**config.mk**
```make
export PLATFORM = sky130hd
export DESIGN_NAME = ax25_address_field_encoder_unit
export DESIGN_NICKNAME = d
export VERILOG_FILES = /design/src/sv/ax25ae_pkg.sv /design/src/sv/ax25ae_front.sv /design/src/sv/ax25ae_fifo.sv /design/src/sv/ax25ae_back.sv /design/src/sv/ax25_address_field_encoder_unit.sv
export SDC_FILE = /design/constraint.sdc
export NUM_CORES = 1
export LEC_CHECK = 0
export BUFFER_PORTS_ARGS = -buffer_cell sky130_fd_sc_hd__buf_2
export CAP_MARGIN = 20
export CORE_ASPECT_RATIO = 1.4
export CORE_MARGIN = 3
export CORE_UTILIZATION = 45
export DETAILED_ROUTE_END_ITERATION = 8
export SLEW_MARGIN = 20
export SYNTH_ARGS = -nofsm -noshare
export SYNTH_HDL_FRONTEND = slang
export SYNTH_SLANG_ARGS = --single-unit
```
**constraint.sdc**
```tcl
create_clock -name clk -period 5.2 [get_ports clk]
set_input_delay 0.52 -clock clk [delete_from_list [all_inputs] [get_ports clk]]
set_output_delay 0.52 -clock clk [all_outputs]
set_load 0.05 [all_outputs]
```
**src/sv/ax25ae_pkg.sv**
```systemverilog
// Shared types and constants for the AX.25 address field encoder.
// No dependencies.
package ax25ae_pkg;

  localparam int CALL_CHARS = 6;
  localparam int IDX_W      = 3;  // byte index within one encoded address, 0..6

  typedef enum logic [1:0] {
    KIND_ADDR_CHAR  = 2'd0,
    KIND_ADDR_CLOSE = 2'd1,
    KIND_PATH_CHAR  = 2'd2,
    KIND_PATH_END   = 2'd3
  } kind_t;

  localparam logic [7:0] CH_NUL   = 8'h00;
  localparam logic [7:0] CH_SPACE = 8'h20;
  localparam logic [7:0] CH_COMMA = 8'h2C;
  localparam logic [7:0] CH_DASH  = 8'h2D;
  localparam logic [7:0] CH_ZERO  = 8'h30;
  localparam logic [7:0] CH_NINE  = 8'h39;
  localparam logic [7:0] CH_LC_A  = 8'h61;
  localparam logic [7:0] CH_LC_Z  = 8'h7A;
  localparam logic [7:0] CASE_OFS = 8'd32;
  localparam logic [3:0] SSID_HI  = 4'h3;   // upper nibble of the SSID byte
  localparam logic [3:0] SSID_MSK = 4'hF;

  typedef logic [CALL_CHARS-1:0][7:0] call_t;

  // One finished address, handed from the parser to the serializer.
  typedef struct packed {
    call_t      call;
    logic [3:0] sid;
  } rec_t;

endpackage

```
**src/sv/ax25ae_front.sv**
```systemverilog
// Parser: takes one character request per cycle, keeps the callsign and path
// token state and pushes each finished address. Depends on ax25ae_pkg.
module ax25ae_front
  import ax25ae_pkg::*;
#(
  parameter int MAX_HOPS     = 4,
  parameter int TOKEN_BUFFER = 16
) (
  input  logic       clk,
  input  logic       rst_n,
  input  logic       acc,
  input  kind_t      kind,
  input  logic [7:0] ch,
  input  logic [3:0] ssid,
  output logic       push,
  output rec_t       push_rec
);

  localparam int TC_W  = $clog2(TOKEN_BUFFER);
  localparam int HOP_W = $clog2(MAX_HOPS + 1);
  localparam logic [TC_W-1:0]  TC_LAST = TC_W'(TOKEN_BUFFER - 1);
  localparam logic [HOP_W-1:0] HOP_MAX = HOP_W'(MAX_HOPS);
  localparam logic [2:0]       CLEN_FULL = 3'(CALL_CHARS);

  call_t            call_r, call_nxt;
  logic [2:0]       clen_r, clen_nxt;
  logic [TC_W-1:0]  tch_r, tch_nxt;
  logic             dash_r, dash_nxt;
  logic             digs_r, digs_nxt;
  logic [3:0]       acc_r, acc_nxt;
  logic [HOP_W-1:0] hop_r, hop_nxt;
  logic             open_r, open_nxt;

  logic do_store, do_close, do_end, go;
  logic [7:0] up_ch;

  assign up_ch = (ch >= CH_LC_A && ch <= CH_LC_Z) ? ch - CASE_OFS : ch;

  always_comb begin
    call_nxt = call_r;
    clen_nxt = clen_r;
    tch_nxt  = tch_r;
    dash_nxt = dash_r;
    digs_nxt = digs_r;
    acc_nxt  = acc_r;
    hop_nxt  = hop_r;
    open_nxt = open_r;
    do_store = 1'b0;
    do_close = 1'b0;
    do_end   = 1'b0;
    go       = 1'b0;
    push     = 1'b0;
    push_rec = '0;
    if (acc) begin
      case (kind)
        KIND_ADDR_CHAR: begin
          tch_nxt = '0; dash_nxt = 1'b0; digs_nxt = 1'b0; acc_nxt = '0; open_nxt = 1'b0;
          if (ch == CH_NUL) clen_nxt = CLEN_FULL;
          else do_store = 1'b1;
        end
        KIND_ADDR_CLOSE: begin
          tch_nxt = '0; dash_nxt = 1'b0; digs_nxt = 1'b0; acc_nxt = '0; open_nxt = 1'b0;
          push = 1'b1;
          push_rec.call = call_r;
          push_rec.sid  = ssid & SSID_MSK;
          call_nxt = {CALL_CHARS{CH_SPACE}};
          clen_nxt = '0;
        end
        KIND_PATH_CHAR: begin
          if (ch == CH_NUL) begin
            do_end = 1'b1;
          end else if (hop_r < HOP_MAX) begin
            if (!open_r) begin
              if (ch != CH_SPACE && ch != CH_COMMA) begin
                // new token: drop any uncommitted callsign
                call_nxt = {CALL_CHARS{CH_SPACE}};
                clen_nxt = '0;
                tch_nxt = '0; dash_nxt = 1'b0; digs_nxt = 1'b0; acc_nxt = '0;
                open_nxt = 1'b1;
                go = 1'b1;
              end
            end else if (ch == CH_COMMA) begin
              do_close = 1'b1;
            end else begin
              go = 1'b1;
            end
          end
          if (go) begin
            tch_nxt = tch_nxt + 1'b1;
            if (!dash_nxt) begin
              if (ch == CH_DASH) begin
                dash_nxt = 1'b1;
                digs_nxt = 1'b1;
              end else begin
                do_store = 1'b1;
              end
            end else if (digs_nxt) begin
              if (ch >= CH_ZERO && ch <= CH_NINE)
                acc_nxt = {acc_nxt[0], 3'b000} + {acc_nxt[2:0], 1'b0} + ch[3:0];
              else
                digs_nxt = 1'b0;
            end
            if (tch_nxt >= TC_LAST) do_close = 1'b1;
          end
        end
        KIND_PATH_END: do_end = 1'b1;
        default: ;
      endcase

      if (do_store && clen_nxt < CLEN_FULL) begin
        for (int i = 0; i < CALL_CHARS; i++) begin
          if (clen_nxt == 3'(i)) call_nxt[i] = up_ch;
        end
        clen_nxt = clen_nxt + 1'b1;
      end

      if (do_close || do_end) begin
        if (open_nxt && hop_nxt < HOP_MAX) begin
          push = 1'b1;
          push_rec.call = call_nxt;
          push_rec.sid  = acc_nxt;
          call_nxt = {CALL_CHARS{CH_SPACE}};
          clen_nxt = '0;
          hop_nxt  = hop_nxt + 1'b1;
        end
        tch_nxt = '0; dash_nxt = 1'b0; digs_nxt = 1'b0; acc_nxt = '0; open_nxt = 1'b0;
        if (do_end) hop_nxt = '0;
      end
    end
  end

  always_ff @(posedge clk) begin
    if (!rst_n) begin
      call_r <= {CALL_CHARS{CH_SPACE}};
      clen_r <= '0;
      tch_r  <= '0;
      dash_r <= 1'b0;
      digs_r <= 1'b0;
      acc_r  <= '0;
      hop_r  <= '0;
      open_r <= 1'b0;
    end else begin
      call_r <= call_nxt;
      clen_r <= clen_nxt;
      tch_r  <= tch_nxt;
      dash_r <= dash_nxt;
      digs_r <= digs_nxt;
      acc_r  <= acc_nxt;
      hop_r  <= hop_nxt;
      open_r <= open_nxt;
    end
  end

endmodule

```
**src/sv/ax25ae_fifo.sv**
```systemverilog
// Two-entry queue of finished addresses between parser and serializer.
// Depends on ax25ae_pkg.
module ax25ae_fifo
  import ax25ae_pkg::*;
(
  input  logic clk,
  input  logic rst_n,
  input  logic push,
  input  rec_t push_rec,
  input  logic pop,
  output logic full,
  output logic not_empty,
  output rec_t head
);

  rec_t       mem [2];
  logic       wr_r, rd_r;
  logic [1:0] cnt_r;

  assign full      = (cnt_r == 2'd2);
  assign not_empty = (cnt_r != 2'd0);
  assign head      = mem[rd_r];

  always_ff @(posedge clk) begin
    if (push) mem[wr_r] <= push_rec;
  end

  always_ff @(posedge clk) begin
    if (!rst_n) begin
      wr_r  <= 1'b0;
      rd_r  <= 1'b0;
      cnt_r <= 2'd0;
    end else begin
      if (push) wr_r <= ~wr_r;
      if (pop)  rd_r <= ~rd_r;
      cnt_r <= cnt_r + {1'b0, push} - {1'b0, pop};
    end
  end

  a_no_overflow: assert property (@(posedge clk) disable iff (!rst_n) !(push && full))
    else $error("push into full queue");
  a_no_underflow: assert property (@(posedge clk) disable iff (!rst_n) !(pop && !not_empty))
    else $error("pop from empty queue");
  a_cnt_range: assert property (@(posedge clk) disable iff (!rst_n) cnt_r <= 2'd2)
    else $error("queue count out of range");

endmodule

```
**src/sv/ax25ae_back.sv**
```systemverilog
// Serializer: pops a finished address and sends its seven bytes, one per
// cycle while out_tready is high, SSID byte last. Depends on ax25ae_pkg.
module ax25ae_back
  import ax25ae_pkg::*;
(
  input  logic       clk,
  input  logic       rst_n,
  input  logic       rec_valid,
  input  rec_t       rec,
  output logic       pop,
  output logic       out_tvalid,
  input  logic       out_tready,
  output logic [7:0] out_tdata,
  output logic       out_tlast
);

  localparam logic [IDX_W-1:0] IDX_SID = IDX_W'(CALL_CHARS);

  rec_t             cur_r;
  logic [IDX_W-1:0] idx_r;
  logic             busy_r;
  logic             done;

  assign out_tvalid = busy_r;
  assign out_tlast  = (idx_r == IDX_SID);
  assign done       = busy_r && out_tready && out_tlast;
  assign pop        = rec_valid && (!busy_r || done);

  always_comb begin
    out_tdata = {SSID_HI, cur_r.sid};
    for (int i = 0; i < CALL_CHARS; i++) begin
      if (idx_r == IDX_W'(i)) out_tdata = cur_r.call[i];
    end
  end

  always_ff @(posedge clk) begin
    if (pop) cur_r <= rec;
  end

  always_ff @(posedge clk) begin
    if (!rst_n) begin
      busy_r <= 1'b0;
      idx_r  <= '0;
    end else if (pop) begin
      busy_r <= 1'b1;
      idx_r  <= '0;
    end else if (done) begin
      busy_r <= 1'b0;
      idx_r  <= '0;
    end else if (busy_r && out_tready) begin
      idx_r <= idx_r + 1'b1;
    end
  end

  a_idx_range: assert property (@(posedge clk) disable iff (!rst_n) idx_r <= IDX_SID)
    else $error("byte index past SSID byte");
  a_sid_byte: assert property (@(posedge clk) disable iff (!rst_n)
    (out_tvalid && out_tlast) |-> (out_tdata[7:4] == SSID_HI))
    else $error("SSID byte lacks 0x30 marker");
  a_drain: assert property (@(posedge clk) disable iff (!rst_n)
    (done && !rec_valid) |=> !out_tvalid)
    else $error("serializer stays busy with nothing queued");

endmodule

```
**src/sv/ax25_address_field_encoder_unit.sv**
```systemverilog
// Top level of the AX.25 address field encoder: parser, address queue and
// byte serializer. Depends on ax25ae_pkg, ax25ae_front, ax25ae_fifo, ax25ae_back.
//
//   channel | dir | tdata                      | tuser     | tlast
//   in_     | in  | [7:0] ch, [11:8] ssid      | [1:0] kind| -
//   out_    | out | [7:0] addr_byte            | -         | last_of_address
//
// The parser takes one request per cycle while the two-entry address queue
// has a free slot; any request waits while the queue is full.
// The serializer sends one byte per cycle while out_tready is high, seven bytes
// per address, so a burst of closing requests is held to its pace and the requests behind it wait.
// A closing request's address is written into the queue, then popped into the serializer's address register.
// Reset (rst_n low, synchronous) clears callsign to spaces, token state, hop count, queue and serializer.
// in_tready drops only while the queue is full; out_tready stalls hold the byte.
module ax25_address_field_encoder_unit
  import ax25ae_pkg::*;
#(
  parameter int MAX_HOPS     = 4,
  parameter int TOKEN_BUFFER = 16
) (
  input  logic        clk,
  input  logic        rst_n,
  input  logic        in_tvalid,
  output logic        in_tready,
  input  logic [15:0] in_tdata,   // [7:0] ch, [11:8] ssid, [15:12] zero
  input  logic [1:0]  in_tuser,   // [1:0] kind
  output logic        out_tvalid,
  input  logic        out_tready,
  output logic [7:0]  out_tdata,  // [7:0] addr_byte
  output logic        out_tlast
);

  logic acc, push, pop, full, not_empty;
  rec_t push_rec, head;

  assign in_tready = !full;
  assign acc       = in_tvalid && in_tready;

  ax25ae_front #(
    .MAX_HOPS    (MAX_HOPS),
    .TOKEN_BUFFER(TOKEN_BUFFER)
  ) u_front (
    .clk     (clk),
    .rst_n   (rst_n),
    .acc     (acc),
    .kind    (kind_t'(in_tuser)),
    .ch      (in_tdata[7:0]),
    .ssid    (in_tdata[11:8]),
    .push    (push),
    .push_rec(push_rec)
  );

  ax25ae_fifo u_fifo (
    .clk      (clk),
    .rst_n    (rst_n),
    .push     (push),
    .push_rec (push_rec),
    .pop      (pop),
    .full     (full),
    .not_empty(not_empty),
    .head     (head)
  );

  ax25ae_back u_back (
    .clk       (clk),
    .rst_n     (rst_n),
    .rec_valid (not_empty),
    .rec       (head),
    .pop       (pop),
    .out_tvalid(out_tvalid),
    .out_tready(out_tready),
    .out_tdata (out_tdata),
    .out_tlast (out_tlast)
  );

endmodule

```
==> results_dict.tcl, run 1 <==
set metrics [dict create \
    status "finished clean" \
    dp_hpwl_mm 17.30 \
    synthesis.area_mm2 0.01058 \
    overflow 0 \
    setup_viol 0 \
    critPathCaptureType "register" \
    rr_endpoint "u_fifo.mem[1][8]$_DFFE_PP_" \
    clock-sinks 229 \
    grt_max_degree 57 \
    place_congestion 0.8810 \
    routed_wl_mm 25.34 \
    final.period_utilization_pct 76.96 \
    internal-power_uw 3692 \
    worstHoldPathType "in2reg" \
    ir_drop_mv 0.2087 \
    avgSynthCellArea_um2 11.58 \
    post_cts.repair.setup_buffers 0 \
    seqPwrFrac_pct 45.1 \
    synth_flop_cell "edfxtp_1" \
    whs_path_depth 4 \
    grt_pass1_wl_mm 39.24 \
    switching_power_uw 1535 \
    start_util_pct 46.30 \
    ys_async_sr_fraction_pct 0 \
    setup_tns_ns 0 \
    swShare_pct 29.36 \
    hold_violations 0 \
    dieWidth_um 135.6 \
    syn_nets 960 \
    dr.pass1.iters 5 \
    coreArea_mm2 0.02285 \
    ctsResizeCount 0 \
    antenna_cells 0 \
    numCtsBuffers 23 \
    path_class "in2reg" \
    leakagePower_uw 0.003975 \
    num_vias 7207 \
    grt_use_total_pct 19.69 \
    htree_levels 1 \
    worstPathArrival_ns 4.30 \
    yosysWarnings 0 \
    viasPerCell 5.770 \
    syn_inst 914 \
    maxSlewHeadroom_pct 32.77 \
    power_frac_comb_pct 21.7 \
    cp-start-kind "input pin" \
    worstHoldEndpoint "u_back.out_tvalid$_SDFFE_PN0P_" \
    fmax_mhz 249.9 \
    fin_skew_ns 0.01063 \
    drtAntennaViolNets 0 \
    timing.final.max_slew_violations 0 \
    die_area_mm2 0.02541 \
    drive_above_1_share_pct 17.93 \
    wl_per_cell_um 20.28 \
    nets 978 \
    required_ns 5.50 \
    cts_tree "yes" \
    powerDensity_mw_per_mm2 442.8 \
    die_y_um 187.4 \
    core.rowCount 65 \
    drc 0 \
    final_core_util_pct 51.65 \
    worst_skew_pair.late_latency_ns 0.50 \
    area_growth_pct 11.55 \
    first_iter_violations 572 \
    holdBufCountCts 0 \
    r2r_slack_ns 1.55 \
    rsz0062_at_grt "false" \
    hold_start "out_tready" \
    grt_pass1_vias 7162 \
    io_buffers 28 \
    r2r_start "u_front.hop_r[2]$_SDFFE_PN0P_" \
    tightest_slew_ns 1.000 \
    synth_seq_cells 229 \
    period_needed_ns 4.002 \
    root_buffer "clkbuf_16" \
    synth_edf_count 156 \
    clock_path_buffers 3 \
    cp_max_fo 22 \
    cts.reportedPaths.clkPinSlew_ns 0.06 \
    worst_r2r_path_depth 10 \
    ioPinCount 33 \
    crit_start "in_tdata[1]" \
    p_clk_share_pct 33.1 \
    ys_seq_area_share_pct 58.09 \
    synth_cell_types 77 \
    max_cap_viol_count 0 \
    grt_antenna_before_repair 0 \
]
-- power groups by stage --
stage	Clock, µW	Combinational, µW	Sequential (µW)
2_1_floorplan	0	821	2390
5_1_grt	1830	1220	2380
4_1_cts	1760	1150	2360
3_5_place_dp	0	1140	2400
3_3_place_gp	0	1130	2390
6_report	1730	1140	2360
-- cell type report --
cell class	instances	area, µm²
Clock buffer	30	601.8
Clock inverter	11	187.7
Fill cell	1990	11050
Inverter	43	161.4
Multi-Input combinational cell	589	4028
Sequential cell	229	6147
Tap cell	301	376.6
Timing Repair Buffer	46	300.3
-- registers in the layout, summed over array words and instances (netlist names), 2 cells and up --
signal          cells
u_back.cur_r       52
u_fifo.mem        104
u_back.idx_r        3
u_front.hop_r       3
u_front.acc_r       4
u_front.call_r     48
u_front.clen_r      3
u_front.tch_r       4
u_fifo.cnt_r        2
-- logic make-up after synthesis --
logic type	count (synthesis)	share of synthesized area (%)
compound gates	263	17.25
simple gates	230	10.40
flops	229	58.09
buf+inv	96	4.032
mux	61	6.481
fa+ha+maj	24	2.838
xor+xnor	11	0.9107
-- placed cells by master (no fill, tap or decap), types with 24 or more instances in the layout --
cell	count
nand3_1	32
edfxtp_1	156
nor2_1	43
o21ai_0	43
ha_1	24
inv_1	41
o22ai_1	52
o2bb2ai_1	24
mux2_2	58
dfxtp_1	72
a21oi_1	54
nand2_1	89
buf_2	28
-- layer usage --
layer	vias to the layer above	global-route usage, %	wire length (µm)
met3	58	2.099	988
met1	3477	24.51	10500
li1	3490	-	-
met4	0	7.952	1027
met2	182	34.68	12820
met5	-	0	0
-- cells in the mapped netlist (11+ instances only) --
master	count	share of area, %
nand2_1	89	3.2
nor2_1	44	1.6
clkbuf_1	26	0.92
o21ai_0	43	2.0
dfxtp_1	73	14
o2bb2ai_1	24	2.0
o22ai_1	52	3.1
mux2_2	58	6.2
nand3_1	32	1.5
inv_1	41	1.5
ha_1	24	2.8
a21oi_1	55	2.6
nand4_1	11	0.65
a22oi_1	17	1.2
buf_2	11	0.52
edfxtp_1	156	44
-- worst max-delay path, stage by stage --
cell       delay [ns]
buf_2            0.22
or3_4            0.47
a211o_1          0.30
nand3_1          0.21
and2_1           0.20
ha_1             0.19
nor2b_1          0.19
a22oi_1          0.18
o21ai_2          0.22
nand2_1          0.56
nor3_1           0.79
o2bb2ai_1        0.24
-- metrics by stage --
stage / power [µW] / area (µm²) / hold slack (ns) / instances / setup WS (ns)
floorplan: 3212 / 10590 / 0.4254 / 914 / 0.4256
global placement: 3524 / 11010 / 0.4339 / 1208 / 0.7990
detailed placement: 3541 / 11010 / 0.4441 / 1208 / 0.7359
CTS: 5271 / 11800 / 0.3814 / 1249 / 1.260
finish: 5227 / 11800 / 0.3890 / 1249 / 1.198
global route: 5441 / 11800 / 0.4028 / 1249 / 1.041
-- how the worst max path moves through the flow --
stage	end	slack (ns)	cells after the start
detailed placement	u_fifo.cnt_r[1]$_SDFF_PN0_	0.74	17
floorplan	u_fifo.mem[0][0]$_DFFE_PP_	0.43	12
finish	u_fifo.mem[1][8]$_DFFE_PP_	1.20	12
CTS	u_fifo.cnt_r[1]$_SDFF_PN0_	1.26	17
global placement	u_fifo.cnt_r[1]$_SDFF_PN0_	0.80	17
global route	u_fifo.cnt_r[1]$_SDFF_PN0_	1.04	17
Power figures use the tool's default switching activity.
==> inputs of run 2 (changes only) <==
--- a/config.mk
+++ b/config.mk
@@ -5,6 +5,7 @@
 export SDC_FILE = /design/constraint.sdc
 export NUM_CORES = 1
 export LEC_CHECK = 0
+export ABC_AREA = 1
 export BUFFER_PORTS_ARGS = -buffer_cell sky130_fd_sc_hd__buf_2
 export CAP_MARGIN = 20
 export CORE_ASPECT_RATIO = 1.4
==> constraint.sdc (replaced) <==
create_clock -name clk -period 3.7 [get_ports clk]
set_input_delay 0.37 -clock clk [delete_from_list [all_inputs] [get_ports clk]]
set_output_delay 0.37 -clock clk [all_outputs]
set_load 0.05 [all_outputs]
==> results_dict.tcl, run 2 <==
set metrics [dict create \
    powerDensity_mw_per_mm2 611.8 \
    ys_seq_area_share_pct 51.99 \
    num_vias 9446 \
    syn_inst 1452 \
    routed_wl_mm 28.61 \
    dr.pass1.iters 5 \
    dp_hpwl_mm 19.07 \
    critPathCaptureType "output pin" \
    reg_top3 "u_fifo.mem (104), u_back.cur_r (52), u_front.call_r (48)" \
    swShare_pct 33.35 \
    largest_reg_flops 104 \
    route.met3.wl_mm 1.388 \
    avgSynthCellArea_um2 8.141 \
    cts_tree "yes" \
    worstHoldPathType "in2reg" \
    synth_top_area_share_pct 39.63 \
    coreArea_mm2 0.02564 \
    cp_top_family "compound AO/OA/AOI/OAI gates" \
    synth_flop_cell "edfxtp_1" \
    nets 1505 \
    timing.critical_path.buf_inv 3 \
    synth_cell_types 43 \
    root_buffer "clkbuf_16" \
    worst_skew_pair.late_latency_ns 0.52 \
    antenna_cells 0 \
    drc 0 \
    grt_antenna_before_repair 0 \
    synthesis.area_mm2 0.01182 \
    final_core_util_pct 50.91 \
    path_cells "ha_1 > inv_1 > nor2_1 > clkinv_1 > o211ai_1 > nand3_1 > o21ai_0 > a21oi_1 > a31o_2 > buf_2" \
    power_uw 7986 \
    ir_drop_mv 0.4111 \
    status "finished clean" \
    timing.final.max_slew_violations 0 \
    setup_viol 0 \
    switching_power_uw 2664 \
    max_cap_viol_count 0 \
    ctsResizeCount 0 \
    path_class "reg2out" \
    leakagePower_uw 0.005373 \
    place_congestion 0.8123 \
    clock_path_buffers 3 \
    setup_tns_ns 0 \
    required_ns 3.33 \
    wl_met2_mm 13.75 \
    htree_levels 1 \
    grt_max_degree 62 \
    mostFrequentLayoutCell "nand2_1" \
    fin_skew_ns 0.01575 \
    ys_top_cells_by_area "edfxtp_1 40%, nand2_1 16%, dfxtp_1 12%" \
    synth.most_common_cell "nand2_1" \
    synth_edf_count 156 \
    post_cts.repair.setup_buffers 0 \
    overflow 0 \
    final.period_utilization_pct 90.00 \
    top_register "u_fifo.mem" \
    most-common-layout-cells "492 x nand2_1, 156 x edfxtp_1, 149 x nor2_1, 95 x o21ai_0, 92 x a21oi_1" \
    max_stage_delay_ns 0.44 \
    drtAntennaViolNets 0 \
    period_needed_ns 3.330 \
    synth_seq_cells 229 \
    whs_path_depth 3 \
    fmax_mhz 300.3 \
    viasPerCell 5.259 \
    drive_above_1_share_pct 9.614 \
    clock-sinks 229 \
    dieWidth_um 143.0 \
    die_y_um 197.8 \
    critical-path-slowest-cell "o211ai_1" \
    netlist_top_cells_count "492 x nand2_1, 156 x edfxtp_1, 150 x nor2_1" \
    ys_async_sr_fraction_pct 0 \
    power_frac_comb_pct 26.2 \
    worst_r2r_path_depth 19 \
    yosysWarnings 0 \
    internal-power_uw 5323 \
    crit_cells 10 \
    worstPathArrival_ns 2.96 \
    rsz0062_at_grt "false" \
    wl_per_cell_um 15.93 \
    cp-start-kind "register" \
    ioPinCount 33 \
    cp_max_fo 10 \
    area_growth_pct 10.43 \
    syn_nets 1498 \
    seqPwrFrac_pct 42.8 \
    hold_violations 0 \
    cts.reportedPaths.clkPinSlew_ns 0.06 \
    grt_pass1_wl_mm 45.68 \
    numCtsBuffers 25 \
    synth_largest_area_cell "edfxtp_1" \
    wl_met1_mm 12.65 \
    p_clk_share_pct 31.0 \
    tightest_slew_ns 0.9427 \
    io_buffers 28 \
    die_area_mm2 0.02828 \
    core.rowCount 69 \
    maxSlewHeadroom_pct 37.06 \
    grt_use_total_pct 20.13 \
    first_iter_violations 768 \
    top_layer "met4" \
    start_util_pct 46.10 \
    holdBufCountCts 0 \
    grt_pass1_vias 8518 \
]
## run 2: cell count changes in the layout (fill, tap and decap cells not counted), moves of 38 or more
cell / change
nand2_1: +403
nor2_1: +106
mux2_2: -58
o21ai_0: +52
o22ai_1: -52
inv_1: +48
a21oi_1: +38
## run 2: cell type report
| type | instances | area, µm² |
|---|---|---|
| Tap cell | 319 | 399.1 |
| Sequential cell | 229 | 6147 |
| Multi-Input combinational cell | 1045 | 4912 |
| Inverter | 106 | 401.6 |
| Timing Repair Buffer | 52 | 382.9 |
| Clock inverter | 9 | 133.9 |
| Clock buffer | 36 | 676.9 |
| Fill cell | 2420 | 12590 |
## run 2: cells by family (layout without fill, tap and decap cells)
| kind of cell | after synthesis | after routing | synth area share [%] |
|---|---|---|---|
| XOR/XNOR | 5 | 5 | 0.4340 |
| AO/OA/AOI/OAI | 236 | 236 | 10.63 |
| buffers and inverters | 178 | 203 | 6.520 |
| AND/OR/NAND/NOR | 780 | 780 | 27.89 |
| adder cells (fa/ha/maj) | 24 | 24 | 2.540 |
| flip-flops | 229 | 229 | 51.99 |
## run 2: power by group through the flow
stage	clock (µW)	sequential, µW	combinational, µW
global route	2630	3460	2340
CTS	2520	3420	2120
global placement	0	3460	2100
finish	2480	3420	2090
floorplan	0	3450	1540
detailed placement	0	3480	2110
## run 2: tightest hold or removal path, stage by stage
cell     delay (ns)
buf_2          0.11
nand3_1        0.07
a21oi_1        0.07
## run 2: metrics by stage
stage	hold slack (ns)	instances	worst slack (ns)	instance area [µm²]
after floorplan	0.4394	1452	0.1229	11830
after global placement	0.4515	1751	0.3425	12240
after detailed placement	0.4563	1751	0.2845	12240
after CTS	0.1366	1796	0.2694	13050
after global routing	0.1444	1796	0.1549	13050
final	0.1599	1796	0.3700	13050
## run 2: final timing paths
| kind | end | slack, ns | from |
|---|---|---|---|
| worst max-delay path | out_tdata[1] | 0.37 | u_back.idx_r[0]$_SDFFE_PP0P_ |
| worst min-delay path | u_back.idx_r[1]$_SDFFE_PP0P_ | 0.16 | out_tready |
| worst max register to register | u_fifo.cnt_r[1]$_SDFF_PN0_ | 0.75 | u_front.hop_r[2]$_SDFFE_PN0P_ |
| worst min register to register | u_front.call_r[40]$_SDFFE_PN0P_ | 0.46 | u_front.call_r[40]$_SDFFE_PN0P_ |
## run 2: layer usage
| metal | vias up | global-route usage (%) |
|---|---|---|
| li1 | 4810 | - |
| met1 | 4357 | 27.92 |
| met2 | 228 | 33.22 |
| met3 | 51 | 2.344 |
| met4 | 0 | 6.199 |
| met5 | - | 0 |
